### config.mk
export PLATFORM = sky130hd
export DESIGN_NAME = substring_first_match_search_top
export DESIGN_NICKNAME = d
export VERILOG_FILES = /design/src/rtl/sfms_pkg.sv /design/src/rtl/sfms_window_cmp.sv /design/src/rtl/substring_first_match_search_top.sv
export SDC_FILE = /design/constraint.sdc
export NUM_CORES = 1
export LEC_CHECK = 0
export BUFFER_PORTS_ARGS = -buffer_cell sky130_fd_sc_hd__buf_2
export CAP_MARGIN = 30
export CORE_UTILIZATION = 60
export DETAILED_ROUTE_END_ITERATION = 8
export PLACE_DENSITY = 0.76
export SYNTH_ARGS = -nofsm -noshare
export SYNTH_HDL_FRONTEND = slang
export SYNTH_SLANG_ARGS = --single-unit
### constraint.sdc
create_clock -name clk -period 18.6 [get_ports clk]
set_input_delay 0.93 -clock clk [delete_from_list [all_inputs] [get_ports clk]]
set_output_delay 0.93 -clock clk [all_outputs]
set_load 0.01 [all_outputs]
### src/rtl/sfms_pkg.sv
package sfms_pkg;

	// capacities
	localparam int MAX_PATTERN = 64;
	localparam int MAX_TEXT    = 65536;

	// widths
	localparam int BYTE_W = 8;
	localparam int LEN_W  = $clog2(MAX_PATTERN + 1);
	localparam int CNT_W  = $clog2(MAX_TEXT + 2);
	localparam int IDX_W  = 16;

	localparam logic [LEN_W-1:0] PAT_FULL  = LEN_W'(MAX_PATTERN);
	localparam logic [CNT_W-1:0] TEXT_FULL = CNT_W'(MAX_TEXT);
	localparam logic [CNT_W-1:0] TEXT_OVF  = CNT_W'(MAX_TEXT + 1);

	typedef logic [MAX_PATTERN-1:0][BYTE_W-1:0] byte_row_t;

	// item commands
	typedef enum logic [1:0] {
		CMD_CLEAR   = 2'd0,
		CMD_PATTERN = 2'd1,
		CMD_TEXT    = 2'd2,
		CMD_END     = 2'd3
	} cmd_t;

	// result codes
	typedef enum logic [1:0] {
		ST_FOUND     = 2'd0,
		ST_NOT_FOUND = 2'd1,
		ST_INVALID   = 2'd2,
		ST_OVERFLOW  = 2'd3
	} status_t;

endpackage

### src/rtl/sfms_window_cmp.sv
module sfms_window_cmp
	import sfms_pkg::*;
(
	input  byte_row_t              pattern_aligned,
	input  logic [MAX_PATTERN-1:0] pattern_mask,
	input  byte_row_t              window,
	output logic                   hit
);

	logic [MAX_PATTERN-1:0] lane_ok;

	// one byte compare per window lane, unused lanes always agree
	always_comb begin
		for (int j = 0; j < MAX_PATTERN; j++) begin
			lane_ok[j] = !pattern_mask[j] || (pattern_aligned[j] == window[j]);
		end
	end

	assign hit = &lane_ok;

endmodule

### src/rtl/substring_first_match_search_top.sv
// First-match substring search over a streamed byte text.
// Input channel (in_valid/in_ready, command, data_byte): clear, append a
// pattern byte, stream a text byte, or end the text. Output channel
// (out_valid/out_ready, status, match_index) carries one result for each
// end-of-text item and nothing for the other commands.
// Each transfer is registered in the input register, then processed there:
// the pattern is compared against the newest text bytes with one parallel
// compare across all 64 window lanes, so one item per cycle is sustained
// unless an end-of-text item stalls. A result passes the input register
// and then the output register before the receiver can take it.
// The output register holds the result while the receiver stalls; items
// that give no result keep flowing, and an end-of-text item waits in the
// input register only while the previous result is still not taken.
// Reset empties the pipeline and the search state; a clear item empties
// only the search state. The pattern bytes themselves are not reset and
// are never read beyond the loaded length.
module substring_first_match_search_top
	import sfms_pkg::*;
(
	input  logic         clk,
	input  logic         arst_n,
	input  logic         in_valid,
	output logic         in_ready,
	input  logic [1:0]   command,
	input  logic [7:0]   data_byte,
	output logic         out_valid,
	input  logic         out_ready,
	output logic [1:0]   status,
	output logic [15:0]  match_index
);

	logic               valid_s1;
	cmd_t               cmd_s1;
	logic [BYTE_W-1:0]  byte_s1;
	logic               advance;

	byte_row_t              pattern_q;
	logic [MAX_PATTERN-1:0] pattern_mask_q;
	logic [LEN_W-1:0]       pattern_len_q;
	logic                   pattern_ovf_q;
	byte_row_t              window_q;
	byte_row_t              window_next;
	logic [CNT_W-1:0]       text_count_q;
	logic [CNT_W-1:0]       count_next;
	logic                   match_seen_q;
	logic [IDX_W-1:0]       match_pos_q;
	logic                   hit;
	logic                   new_match;

	logic                   out_valid_q;
	status_t                status_q;
	logic [IDX_W-1:0]       match_index_q;
	status_t                status_next;
	logic [IDX_W-1:0]       index_next;

	// handshake: stage 1 stalls only on an end item facing a full output that is not being taken
	assign advance  = valid_s1 && ((cmd_s1 != CMD_END) || !out_valid_q || out_ready);
	assign in_ready = !valid_s1 || advance;

	// input register
	always_ff @(posedge clk or negedge arst_n) begin
		if (!arst_n) begin
			valid_s1 <= 1'b0;
		end else if (in_ready) begin
			valid_s1 <= in_valid;
		end
	end

	always_ff @(posedge clk) begin
		if (in_ready && in_valid) begin
			cmd_s1  <= cmd_t'(command);
			byte_s1 <= data_byte;
		end
	end

	// window after this text byte, newest in lane 0
	assign window_next = {window_q[MAX_PATTERN-2:0], byte_s1};
	assign count_next  = text_count_q + CNT_W'(1);

	sfms_window_cmp u_cmp (
		.pattern_aligned (pattern_q),
		.pattern_mask    (pattern_mask_q),
		.window          (window_next),
		.hit             (hit)
	);

	assign new_match = !match_seen_q && (pattern_len_q != '0) && !pattern_ovf_q &&
		(count_next >= CNT_W'(pattern_len_q)) && hit;

	// search state control
	always_ff @(posedge clk or negedge arst_n) begin
		if (!arst_n) begin
			pattern_mask_q <= '0;
			pattern_len_q  <= '0;
			pattern_ovf_q  <= 1'b0;
			text_count_q   <= '0;
			match_seen_q   <= 1'b0;
			match_pos_q    <= '0;
		end else if (advance) begin
			unique case (cmd_s1)
				CMD_CLEAR: begin
					pattern_mask_q <= '0;
					pattern_len_q  <= '0;
					pattern_ovf_q  <= 1'b0;
					text_count_q   <= '0;
					match_seen_q   <= 1'b0;
					match_pos_q    <= '0;
				end
				CMD_PATTERN: begin
					if (text_count_q == '0) begin
						if (pattern_len_q < PAT_FULL) begin
							pattern_mask_q <= {pattern_mask_q[MAX_PATTERN-2:0], 1'b1};
							pattern_len_q  <= pattern_len_q + LEN_W'(1);
						end else begin
							pattern_ovf_q <= 1'b1;
						end
					end
				end
				CMD_TEXT: begin
					if (text_count_q >= TEXT_FULL) begin
						text_count_q <= TEXT_OVF;
					end else begin
						text_count_q <= count_next;
						if (new_match) begin
							match_seen_q <= 1'b1;
							match_pos_q  <= IDX_W'(count_next - CNT_W'(pattern_len_q));
						end
					end
				end
				CMD_END: begin
				end
				default: begin
				end
			endcase
		end
	end

	// pattern and window bytes, pattern kept aligned to the window lanes
	always_ff @(posedge clk) begin
		if (advance) begin
			if ((cmd_s1 == CMD_PATTERN) && (text_count_q == '0) &&
				(pattern_len_q < PAT_FULL)) begin
				pattern_q <= {pattern_q[MAX_PATTERN-2:0], byte_s1};
			end
			if ((cmd_s1 == CMD_TEXT) && (text_count_q < TEXT_FULL)) begin
				window_q <= window_next;
			end
		end
	end

	// outcome at end of text
	always_comb begin
		index_next = '0;
		priority if ((pattern_len_q == '0) || pattern_ovf_q || (text_count_q == '0)) begin
			status_next = ST_INVALID;
		end else if (text_count_q > TEXT_FULL) begin
			status_next = ST_OVERFLOW;
		end else if (match_seen_q) begin
			status_next = ST_FOUND;
			index_next  = match_pos_q;
		end else begin
			status_next = ST_NOT_FOUND;
		end
	end

	// result register
	always_ff @(posedge clk or negedge arst_n) begin
		if (!arst_n) begin
			out_valid_q <= 1'b0;
		end else if (advance && (cmd_s1 == CMD_END)) begin
			out_valid_q <= 1'b1;
		end else if (out_ready) begin
			out_valid_q <= 1'b0;
		end
	end

	always_ff @(posedge clk) begin
		if (advance && (cmd_s1 == CMD_END)) begin
			status_q      <= status_next;
			match_index_q <= index_next;
		end
	end

	assign out_valid   = out_valid_q;
	assign status      = status_q;
	assign match_index = match_index_q;

endmodule
==> metrics <==
outcome finished, final reports clean; DRT iter0 DRCs between 2k and 2.5k; max cap viols 0; Yosys top cell area share between 70% and 80%; CTS sink count around 1.2k; Pleak about 15 nW; Post-Syn Area 42500 um2; crit share post-route 28.0%; die area 71900 um2; ys async rst share 9.38%; Synth cell types 62; final hold violation count 0; vias in the first global route 20.3k; DR vias 19.9k; # IOs 34; Top Metal Used met4; first-pass GRT wire length 116 mm; Via density 5.77; total CTS buffers 108; critical path required time between 15000 and 20000 ps; CP Capture Type flop; layout cell share with drive strength beyond 1 9.40%; synth warn 0; Initial DRT Pass Iterations 7; DIE WIDTH 268 um; die height 268 um; initial antenna violation count 0; hold buffer count at CTS 0; FF+latch area 34100 um2; clk slew on worst S/H paths roughly 60 ps; PD cells ~110 nW/um2; Inserted Diodes 0; number of placement rows 97; Post-Synthesis Cells 2273; worst rel slew slack 29.4%; setup bufs post-CTS 0; CP delay by family, top buffers and inverters; initial core utilization 60.7%; Setup-failing EPs final 0; Met3 Wirelength 4.43 mm; Longest Clk Path Bufs 3; residual DRC count 0; WL met1 around 32 mm; top post-synthesis cells by count 1044 x edfxtp_1, 526 x xnor2_1, 150 x nand4_1; Slew Viols, Final 0; routed wl met2 38.6 mm; Least-Margin Pin Slew between 1000 and 1500 ps; max incr delay on CP 900 ps; Max stage delay cell, worst path buf_4; core box area 70000 um2; Buf+Inv Stages, Crit Path 4; clk root buf clkbuf_16; footprint of the multi-input gates 8210 um2; final worst slack 13390 ps; Tmin final roughly 5200 ps; Clock Skews roughly 42 ps; RePlAce Congestion 0.825; Detail Route Antenna Nets 0; number of port buffers 33; fmax 192 MHz; register area share after synthesis 80.1%; crit-path cells nor4_1 -> and3_1 -> nand4_1 -> nor4_1 -> nand2_1 -> inv_8 -> buf_16 -> buf_4 -> buf_4; area grow syn2layout 11.8%; most instantiated library cell after synthesis edfxtp_1; Fin Setup TNS 0 ps; CTS tree built; Worst VDD drop 118 uV; area leader, netlist edfxtp_1; Worst EP arrival 5500 ps; number of synthesized flops with an enable pin ~1.0k; Mean Syn Cell Area 18.7 um2; Post-CTS Resized 0; most used flip-flop cell after synthesis edfxtp_1; GR Util All Layers a little over a fifth; RSZ-0062 raised after global routing false; total power after layout 5.41 mW; worst slack, placed roughly 13000 ps; largest net degree at the start of global routing 170; Clk Latency, worst-skew pair 690 ps; final net count 2431; top cells by area, synth edfxtp_1 74%, xnor2_1 11%, dfrtp_1 6.4%; Setup CP Type reg -> reg; total routed wirelength 76.3 mm; filler cell count 4337; Mapped Nets 2300; startpoint types flop; DR WL/cell roughly 22 um; grt ovf 0; Hold Crit Class in -> async; Max FO, Critical Path 136; H-Tree Depth 3; flops & latches, synth ~1.2k; DP Wirelength around 47 mm; Min Hold Slack between 300 and 400 ps
sequential cells by signal, summed over array words and instances (netlist names):
register / cells
match_pos_q: 16
pattern_ovf_q: 1
text_count_q: 17
cmd_s1: 2
match_index: 16
pattern_mask_q: 64
match_seen_q: 1
out_valid: 1
pattern_len_q: 7
status: 2
window_next: 504
byte_s1: 8
pattern_q: 512
valid_s1: 1
report_power, final:
group	leakage [nW]	switching (mW)	total, mW	internal [mW]
Sequential	11.1	0.0604	2.98	2.92
Combinational	2.45	0.142	0.228	0.0857
Clock	1.76	0.931	2.20	1.27
cells in the final DEF, fill, tap and decap left out, types with 4 or more instances in the layout:
cell type and instances:
nor4_1 8, o21ai_0 91, edfxtp_1 1044, dfrtp_1 108, clkinv_8 4, clkbuf_8 7, mux2i_1 15, and2_1 19
xor2_1 12, nor3_1 5, a21o_1 4, bufinv_16 12, nor2_1 25, buf_2 32, buf_4 15, xnor2_1 526
clkinv_1 25, inv_1 17, ha_1 12, and3_1 4, nand4_1 150, clkbuf_16 108, nand2_1 53, a21oi_1 10
o31ai_1 4, clkinv_2 20, nand2b_1 4, nand3_1 10, clkbuf_1 24, a22o_1 69
cell type report:
class / instances / area share, %
timing repair buffer: 52 / 0.832
inverter: 19 / 0.182
tap: 940 / 2.47
sequential: 1152 / 71.6
clock inverter: 67 / 1.54
multi-input combinational: 1071 / 17.3
clock buffer: 139 / 6.08
per-layer routing:
| layer | track usage (%) | vias to the layer above |
|---|---|---|
| met1 | 29.7 | 10200 |
| met5 | 0 | - |
| met2 | 35.7 | 621 |
| met3 | 3.98 | 116 |
| li1 | - | 8913 |
| met4 | 5.65 | 0 |
worst register-to-register path, cell delays in order (launching register included):
cell     delay [ps]
dfrtp_1         500
nor4_1          340
and3_1          220
nand4_1         220
nor4_1          590
nand2_1         380
inv_8           130
buf_16          510
buf_4           940
buf_4           940
final timing paths:
| path | slack, ps | end | startpoint | cells after the start |
|---|---|---|---|---|
| max | 13390 | pattern_q[507] | text_count_q[3] | 9 |
| min | 330 | match_pos_q[12] | arst_n | 1 |
| max reg2reg | 13390 | pattern_q[507] | text_count_q[3] | 9 |
| min reg2reg | 430 | pattern_q[73] | pattern_q[65] | 0 |
| max in group asynchronous | 16870 | pattern_mask_q[44] | arst_n | 2 |
| min in group clk | 410 | byte_s1[7] | data_byte[7] | 1 |
metrics by stage:
stage	cell area, um2	cells	util, %
finish	47500	3440	67.9
detailed placement	43800	3231	62.6
global route	47500	3440	67.9
floorplan	42500	2273	-
CTS	47500	3437	67.8
global placement	43800	3228	62.6
kinds of logic after synthesis:
group,share of synthesized area (%)
multiplexers,0.388
XOR/XNOR,11.1
buffers and inverters,0.621
adder cells (fa/ha/maj),0.424
AO/OA/AOI/OAI,3.18
flip-flops,80.1
AND/OR/NAND/NOR,4.19
Power figures use the tool's default switching activity.
